===== src/rtl/tmhs_pkg.sv =====
package tmhs_pkg;

	localparam int HEAP_CAP  = 32;
	localparam int IDX_W     = $clog2(HEAP_CAP);
	localparam int CNT_W     = IDX_W + 1;
	localparam int ID_W      = 8;
	localparam int ID_N      = 1 << ID_W;
	localparam int TIME_W    = 48;
	localparam int RES_DEPTH = 64;
	localparam int RES_AW    = $clog2(RES_DEPTH);
	localparam int KCNT_W    = $clog2(HEAP_CAP + 1);

	localparam logic [1:0] CMD_ADD    = 2'd0;
	localparam logic [1:0] CMD_CANCEL = 2'd1;
	localparam logic [1:0] CMD_TICK   = 2'd2;

	localparam logic [2:0] ST_ADDED     = 3'd0;
	localparam logic [2:0] ST_FULL      = 3'd1;
	localparam logic [2:0] ST_BUSY      = 3'd2;
	localparam logic [2:0] ST_CANCELLED = 3'd3;
	localparam logic [2:0] ST_NOT_FOUND = 3'd4;
	localparam logic [2:0] ST_EXPIRED   = 3'd5;
	localparam logic [2:0] ST_DONE      = 3'd6;

	typedef struct packed {
		logic [1:0]        cmd;
		logic [TIME_W-1:0] expire_time;
		logic [TIME_W-1:0] repeat_interval;
		logic [ID_W-1:0]   timer_id;
		logic [TIME_W-1:0] now;
	} cmd_word_t;

	typedef struct packed {
		logic [ID_W-1:0]   id;
		logic [TIME_W-1:0] iv;
		logic [TIME_W-1:0] exp;
	} heap_ent_t;

	typedef struct packed {
		logic [2:0]      status;
		logic [ID_W-1:0] rid;
	} res_ent_t;

	typedef struct packed {
		logic [2:0]        status;
		logic [ID_W-1:0]   result_id;
		logic [TIME_W-1:0] next_deadline;
		logic              deadline_valid;
		logic              last;
	} res_word_t;

	typedef struct packed {
		logic [CNT_W-1:0] count;
	} eng_stat_t;

	typedef enum logic [3:0] {
		S_IDLE, S_CAN_POS, S_REM_LD, S_UP_RD, S_UP_CMP, S_DN_L, S_DN_R, S_DN_CMP,
		S_WR_E, S_DONE_OP, S_TK_CHK, S_TK_EV, S_FIN, S_FIN2, S_EM_RD, S_EM_W
	} state_t;

endpackage


===== src/rtl/tmhs_front.sv =====
module tmhs_front import tmhs_pkg::*; (
	input  logic      clk,
	input  logic      arst_n,
	input  logic      in_valid,
	output logic      in_ready,
	input  cmd_word_t in_word,
	output logic      q_valid,
	output cmd_word_t q_word,
	input  logic      q_pop
);

	cmd_word_t  buf_q [2];
	logic       wp_q, rp_q;
	logic [1:0] cnt_q;

	assign in_ready = (cnt_q != 2'd2);
	assign q_valid  = (cnt_q != 2'd0);
	assign q_word   = buf_q[rp_q];

	always_ff @(posedge clk) begin
		if (in_valid && in_ready) begin
			buf_q[wp_q] <= in_word;
		end
	end

	always_ff @(posedge clk or negedge arst_n) begin
		if (!arst_n) begin
			wp_q  <= 1'b0;
			rp_q  <= 1'b0;
			cnt_q <= 2'd0;
		end else begin
			if (in_valid && in_ready) begin
				wp_q <= ~wp_q;
			end
			if (q_pop) begin
				rp_q <= ~rp_q;
			end
			cnt_q <= cnt_q + {1'b0, in_valid && in_ready} - {1'b0, q_pop};
		end
	end

endmodule


===== config.mk =====
export PLATFORM = sky130hd
export DESIGN_NAME = tmhs_front
export DESIGN_NICKNAME = d
export VERILOG_FILES = /design/src/rtl/tmhs_pkg.sv /design/src/rtl/tmhs_front.sv
export SDC_FILE = /design/constraint.sdc
export NUM_CORES = 1
export LEC_CHECK = 0
export BUFFER_PORTS_ARGS = -buffer_cell sky130_fd_sc_hd__clkbuf_2
export CORE_MARGIN = 3
export CORE_UTILIZATION = 30
export CTS_BUF_LIST = sky130_fd_sc_hd__clkbuf_2 sky130_fd_sc_hd__clkbuf_4 sky130_fd_sc_hd__clkbuf_8
export CTS_CLUSTER_SIZE = 40
export DETAILED_ROUTE_END_ITERATION = 8
export GPL_TIMING_DRIVEN = 0
export PLACE_DENSITY = 0.59
export SYNTH_ARGS = -nofsm -noshare
export SYNTH_HDL_FRONTEND = slang
export SYNTH_SLANG_ARGS = --single-unit
export TNS_END_PERCENT = 20

===== constraint.sdc =====
create_clock -name clk -period 21.5 [get_ports clk]
set_input_delay 2.15 -clock clk [delete_from_list [all_inputs] [get_ports clk]]
set_output_delay 2.15 -clock clk [all_outputs]
set_load 0.02 [all_outputs]

=== Word level (Yosys, flattened, before mapping) ===
Memory sizes are Yosys's and may differ from the RTL's.
Index checks and enable logic that the tools add are counted.

* Bits in registers: 4
* Latch bits: 0
* Bits in writable memories: 308
* ROM bits: 0
* Output and inout bits: 156
* Word-level logic and storage cells: 13
* Memories kept: 1

{| class="wikitable"
|+ Memory list
! memory !! depth !! width !! rd ports !! clocked after memory_dff !! write ports !! RTL line !! source
|-
| buf_q || 2 || 154 || 1 || 0 || 1 || tmhs_front.sv:12 || <nowiki>cmd_word_t buf_q [2];</nowiki>
|}

* $add $sub $neg: 2
* Multipliers: 0
* Div/mod/pow operators: 0
* Magnitude comparators: 0
* Equality and inequality tests: 1
* Shifts and indexed selects: 0
* Multiplexer cells: 2
* Bitwise operators: 2
* Reductions and logical operators: 2

{| class="wikitable"
|+ Operators with widths
! cell !! count
|-
| adder 2 x 1 -> 2 bit || 1
|-
| 2-to-1 mux 1 bit || 2
|-
| inequality test 2 bit (second input constant) || 1
|-
| NOT 1 bit || 2
|-
| nonzero test 2 bit || 1
|-
| subtractor 2 x 1 -> 2 bit || 1
|-
| logical AND 1 bit || 1
|}

=== Logic depth before layout (Yosys ltp) ===
Gate-level depths: netlist of run 1.

* Depth in word-level cells: 4
* Gate-level depth with buffers: 5
* Mapped depth without buffers: 5

=== Worst setup path after synthesis of run 1 ===
Ideal clock, no wire load.

* Path type: input port to flip-flop
* Start point: input in_valid
* End point: memory buf_q[0][0] (netlist name), enable pin
* Library setup time: 0.670 ns
* Data arrival time: 8.654 ns
* Setup slack: 12.176 ns
* Cell stages on the path: 2
* Cell sequence: nand2_1 nor2_1

* Word-level cells in the longest chain between the ends: 3

{| class="wikitable"
|+ Ends and longest elaborated chain
! item !! RTL line !! source
|-
| from (decl) || tmhs_front.sv:4 || <nowiki>input logic in_valid,</nowiki>
|-
| logical AND 1 bit || tmhs_front.sv:21 || <nowiki>if (in_valid && in_ready) begin</nowiki>
|-
| 2-to-1 mux 1 bit || tmhs_front.sv:21 ||
|-
| 2-to-1 mux 1 bit (not written as such) || tmhs_front.sv:22 || <nowiki>buf_q[wp_q] <= in_word;</nowiki>
|-
| to (decl) || tmhs_front.sv:12 ||
|}

No other way between the ends.

==> results of run 1 <==
==> kinds of logic (layout without fill, tap and decap cells) <==
logic type | Yosys count | after routing | synth area share (%)
compound gates | 2 | 2 | 0.132
xor+xnor | 4 | 4 | 0.307
fa+ha+maj | 1 | 1 | 0.110
buf+inv | 17 | 437 | 1.90
flops | 312 | 312 | 82.0
mux | 154 | 154 | 15.2
other cells | 0 | 2 | 0
simple gates | 6 | 6 | 0.297
==> stage by stage <==
| stage | power (mW) | cells | util, % | hold slack [ns] |
|---|---|---|---|---|
| after floorplan | 1.38 | 496 | - | 0.461 |
| after global placement | 1.64 | 1313 | 36.7 | 0.484 |
| after global routing | 2.23 | 1421 | 40.2 | 0.582 |
| after detailed placement | 1.63 | 1323 | 37.4 | 0.542 |
| final | 2.12 | 1422 | 40.2 | 0.552 |
| after CTS | 2.17 | 1420 | 40.2 | 0.555 |
==> worst max-delay path, cell delays in order, from the launching register on <==
cell and delay [ns]:
dfrtp_1 0.37, buf_6 0.21, clkbuf_8 0.21, mux2_2 0.33
clkbuf_2 0.18
==> state kept, by name, indices dropped and copies added (netlist names) <==
signal / cells
wp_q: 1
rp_q: 1
cnt_q: 2
buf_q: 308
==> routing by layer <==
layer / global-route usage (%) / part of all wire, % / vias to the layer above
met3: 5.06 / 8.8 / 63
met2: 20.3 / 49 / 231
met1: 13.0 / 38 / 2922
met5: 0 / 0.13 / -
li1: - / - / 2755
met4: 6.30 / 3.9 / 4
==> cells in the mapped netlist <==
cell type,instances
a21oi_1,1
mux2_2,154
nor2_1,1
and3_1,1
a21bo_2,1
xnor2_1,3
edfxtp_1,308
ha_1,1
nor3b_1,1
nand2b_1,1
clkbuf_8,10
nand2_1,1
buf_6,7
dfrtp_1,4
or2_2,1
xor2_1,1
==> cell type report <==
| type | count | area [sq um] | area share (%) |
|---|---|---|---|
| multi-input cells | 167 | 1840 | 12.4 |
| plain buffers | 17 | 216 | 1.45 |
| flip-flops and latches | 312 | 9350 | 62.7 |
| clock inverters | 27 | 165 | 1.11 |
| repair buffers | 323 | 1820 | 12.2 |
| clock buffers | 70 | 882 | 5.92 |
| diodes | 2 | 5.00 | 0.0336 |
| well taps | 504 | 631 | 4.23 |
==> power by group <==
part,leakage (nW),internal [mW],switching (mW)
registers,2.91,0.829,0.0264
logic,2.17,0.300,0.439
clock network,0.541,0.290,0.230
==> path summary, 6_finish.rpt <==
check,to,start,cells past startpoint
setup / recovery,q_word[48],rp_q$_DFFE_PN0P_,4
hold / removal,cnt_q[0]$_DFF_PN0_,cnt_q[0]$_DFF_PN0_,1
setup reg to reg,buf_q[0][141]$_DFFE_PP_,cnt_q[0]$_DFF_PN0_,6
hold reg to reg,cnt_q[0]$_DFF_PN0_,cnt_q[0]$_DFF_PN0_,1
max in group asynchronous,cnt_q[0]$_DFF_PN0_,arst_n,1
min in group asynchronous,rp_q$_DFFE_PN0P_,arst_n,1
==> out/summary.txt, run 1 <==
vias in the first global route -> 6526
post-synthesis average cell area -> 23.0 sq um
Die Width -> 201 um
clock skew -> 0.0197 ns
Synth Net Count -> 655
CTS resizes -> 0
peak supply drop -> 0.0635 mV
setup violators final -> 0
yosys synthesis warning count -> 0
RePlAce Congestion -> 0.699
Seq/Total Area, Yosys -> 82.0%
Overall Global Routing Usage -> 12.1%
mapped cell area -> 11400 sq um
Post-CTS Hold Fix Bufs -> 0
RSZ-0062 raised after global routing -> no
first-pass GRT wire length -> 37.5 mm
fin. max-slew vios -> 0
router iterations before antenna repair -> 4
setup TNS -> 0 ns
post-synthesis cell count -> 496
Post-CTS Setup Inserts -> 0
routed length per instance -> 17.3 um
H-tree depth -> 2
outcome -> completed
Period minus WS final -> 4.08 ns
DRT iter0 DRCs -> 147
DP HPWL -> 16.9 mm
final instance area -> 14900 sq um
largest fanout on the critical path -> 10
Tcrit/Tclk final -> 19.0%
Port-buffer cells -> 313
critical path type -> flop to output pin
Synth top area share -> 81.2%
vias per inst -> 4.20
TritonCTS Buffers -> 54
commonest non-fill, non-tap cells in the layout -> 313 x clkbuf_2, 308 x edfxtp_1, 154 x mux2_2
post-route antenna net violation count -> 0
Fill cells -> 3470
startpoint types -> flop
# Max-Cap Violations -> 0
Layout Area Growth over Synthesis -> 30.8%
final setup margin -> 17.42 ns
total number of vias -> 5975
leakage power -> 5.62 nW
clock-pin slew on the worst setup and hold paths -> 0.06 ns
layout cell share with drive strength beyond 1 -> 62.8%
Hold Path Class -> flop to flop
row count -> 70
Fmax achieved -> 0.245 GHz
CTS tree -> built
clock buffer depth -> 3
Synth Register Bits -> 312
CTS Sinks -> 312
commonest non-fill, non-tap cell in the layout -> clkbuf_2
Final Hold Fails -> 0
Nets -> 1034
pin count of the biggest net entering global routing -> 54
Cell Area, Placed -> 13900 sq um
crit path DAT -> 1.93 ns
initial antenna violation count -> 4
GRT Residual Overflow -> 0
Die Height -> 201 um
Yosys top cell by area -> edfxtp_1
Root Buffer -> clkbuf_8
Worst-Skew Late Latency -> 0.60 ns
register-to-register setup slack -> 19.23 ns
core area -> 37000 sq um
Die ar. -> 40400 sq um
Place WS -> 17.47 ns
nature of the critical path endpoint -> output pin
drt drc -> 0
max_slew headroom -> 52.2%
synth unique cells -> 16
synth top area cells -> edfxtp_1 81%, mux2_2 15%, clkbuf_8 1.2%
Ports -> 314
final WL -> 24.7 mm
Worst Max-Slew Pin Slew -> 0.716 ns
Crit path required time -> 19.35 ns
Power Density -> 142 nW/um^2
starting density of the core -> 30.8%
Power figures use the tool's default switching activity.
==> run 2, diff against run 1 <==
--- a/config.mk
+++ b/config.mk
@@ -5,6 +5,7 @@
 export SDC_FILE = /design/constraint.sdc
 export NUM_CORES = 1
 export LEC_CHECK = 0
+export ABC_AREA = 1
 export BUFFER_PORTS_ARGS = -buffer_cell sky130_fd_sc_hd__clkbuf_2
 export CORE_MARGIN = 3
 export CORE_UTILIZATION = 30
==> constraint.sdc (replaced) <==
create_clock -name clk -period 3.76 [get_ports clk]
set_input_delay 0.376 -clock clk [delete_from_list [all_inputs] [get_ports clk]]
set_output_delay 0.376 -clock clk [all_outputs]
set_load 0.02 [all_outputs]
==> run 2 against run 1 <==
Cell area grew 11%; routed wire length grew 4.0%; count of clock-buffer cells in the layout is the same; worst setup slack lost 16 ns; die area is essentially flat; non-clock buffer count grew 158; clock skew shrank 0.0098 ns; area after synthesis is essentially flat; critical path type unchanged; critical endpoint is now q_word[149]; highest routed layer is now met4.
==> out/summary.txt, run 2 <==
Fmax achieved -> 0.431 GHz
starting density of the core -> 30.8%
post-synthesis cell count -> 506
yosys synthesis warning count -> 0
CTS tree -> built
final instance area -> 16500 sq um
Synth Net Count -> 665
Ports -> 314
Biggest register -> buf_q
commonest non-fill, non-tap cells in the layout -> 313 x clkbuf_2, 308 x edfxtp_1, 156 x dlygate4sd3_1
most common cell in the netlist -> edfxtp_1
final WL -> 25.7 mm
Seq/Total Area, Yosys -> 82.0%
setup violators final -> 0
Worst-Skew Late Latency -> 0.60 ns
leakage power -> 6.32 nW
clock buffer depth -> 3
Ant. Diodes -> 0
router iterations before antenna repair -> 4
first-pass GRT wire length -> 40.0 mm
nature of the critical path endpoint -> output pin
final setup margin -> 1.44 ns
Fill cells -> 3305
Worst Max-Slew Pin Slew -> 0.629 ns
predominant post-synthesis flop cell -> edfxtp_1
clock-pin slew on the worst setup and hold paths -> 0.05 ns
DP HPWL -> 16.9 mm
routed length per instance -> 16.2 um
top flop regs -> buf_q x308, cnt_q x2
Yosys top cell by area -> edfxtp_1
startpoint types -> flop
number of flops mapped to enable cells by yosys -> 308
synth top area cells -> edfxtp_1 81%, mux2_2 15%, clkbuf_8 1.2%
Final Hold Fails -> 0
H-tree depth -> 2
Die Width -> 201 um
outcome -> completed
crit path DAT -> 1.94 ns
Synth Register Bits -> 312
Cell Area, Placed -> 13900 sq um
post-route antenna net violation count -> 0
# Max-Cap Violations -> 0
Power Density -> 740 nW/um^2
Nets -> 1202
most common library cells after synthesis -> 308 x edfxtp_1, 154 x mux2_2, 10 x clkbuf_8, 10 x nand2_1, 7 x buf_6
DRT iter0 DRCs -> 194
Tcrit/Tclk final -> 61.7%
peak supply drop -> 0.430 mV
total number of vias -> 6556
Die Height -> 201 um
Hold Path Class -> input port to flop
Post-CTS Setup Inserts -> 0
Port-buffer cells -> 313
Period minus WS final -> 2.32 ns
GRT Residual Overflow -> 0
vias in the first global route -> 7262
worst hold slack -> 0.0781 ns
Post-CTS Hold Fix Bufs -> 156
initial antenna violation count -> 0
max_slew headroom -> 57.9%
synth unique cells -> 13
largest fanout on the critical path -> 10
drt drc -> 0
Layout Area Growth over Synthesis -> 44.7%
Largest register FFs -> 308
clock skew -> 0.00989 ns
row count -> 70
RSZ-0062 raised after global routing -> no
TritonCTS Buffers -> 54
Die ar. -> 40400 sq um
post-synthesis average cell area -> 22.5 sq um
Synth top area share -> 81.1%
Crit path required time -> 3.38 ns
RePlAce Congestion -> 0.696
fin. max-slew vios -> 0
placed cell count -> 1335
critical path type -> flop to output pin
pin count of the biggest net entering global routing -> 30
commonest non-fill, non-tap cell in the layout -> clkbuf_2
Root Buffer -> clkbuf_8
Place WS -> 1.43 ns
CTS Sinks -> 312
Layout Cells excl Fill -> 1588
layout cell share with drive strength beyond 1 -> 53.3%
setup TNS -> 0 ns
mapped cell area -> 11400 sq um
CTS resizes -> 0
post-synthesis async set-or-reset flop share -> 1.28%
core area -> 37000 sq um
vias per inst -> 4.13
Overall Global Routing Usage -> 12.6%
==> run 2: changes by cell type after synthesis, moves of 2 or more <==
| cell | change |
|---|---|
| nor2_1 | +2 |
| inv_1 | +5 |
| nand2_1 | +9 |
| xnor2_1 | -3 |
==> run 2: worst max-delay path, cell delays in order (launching register included) <==
cell	delay (ns)
dfrtp_1	0.37
buf_6	0.22
clkbuf_8	0.23
mux2_2	0.34
clkbuf_2	0.19
==> run 2: per-stage QoR <==
stage | util, % | power (mW)
floorplan | - | 7.78
global placement | 36.7 | 9.22
detailed placement | 37.5 | 9.29
CTS | 44.5 | 12.4
global route | 44.5 | 12.9
finish | 44.5 | 12.2
==> run 2: kinds of logic after synthesis <==
logic type,synth area share [%]
compound gates,0.0438
xor+xnor,0.0768
fa+ha+maj,0.110
buf+inv,2.06
flops,82.0
mux,15.2
simple gates,0.538
==> run 2: power breakdown <==
group          internal [mW]  switching, mW
Clock                   1.64           1.31
Combinational           1.82           2.56
Sequential              4.73          0.152
==> run 2: final timing paths <==
path | from | to | slack (ns) | cells after the start
setup / recovery | rp_q$_DFFE_PN0P_ | q_word[149] | 1.44 | 4
hold / removal | in_valid | wp_q$_DFFE_PN0P_ | 0.08 | 3
setup reg to reg | cnt_q[1]$_DFF_PN0_ | buf_q[0][55]$_DFFE_PP_ | 1.45 | 6
hold reg to reg | cnt_q[0]$_DFF_PN0_ | cnt_q[0]$_DFF_PN0_ | 0.51 | 1
max in group asynchronous | arst_n | rp_q$_DFFE_PN0P_ | 3.46 | 2
min in group asynchronous | arst_n | cnt_q[1]$_DFF_PN0_ | 0.16 | 2
==> run 2: layout make-up <==
type	count	area, sq um	area share (%)
buffer	17	216	1.31
clock buffer	70	870	5.27
clock inverter	27	169	1.02
inverter	5	18.8	0.114
multi-input combinational	172	1840	11.1
sequential	312	9350	56.6
tap	504	631	3.82
timing repair buffer	481	3410	20.7
==> run 2: per-layer routing <==
| metal | routed length [um] | GRT usage [%] | vias to the layer above |
|---|---|---|---|
| met2 | 13300 | 22.3 | 224 |
| met5 | 0 | 0 | - |
| met4 | 778 | 4.74 | 0 |
| li1 | - | - | 3092 |
| met1 | 9530 | 13.6 | 3190 |
| met3 | 2050 | 5.25 | 50 |
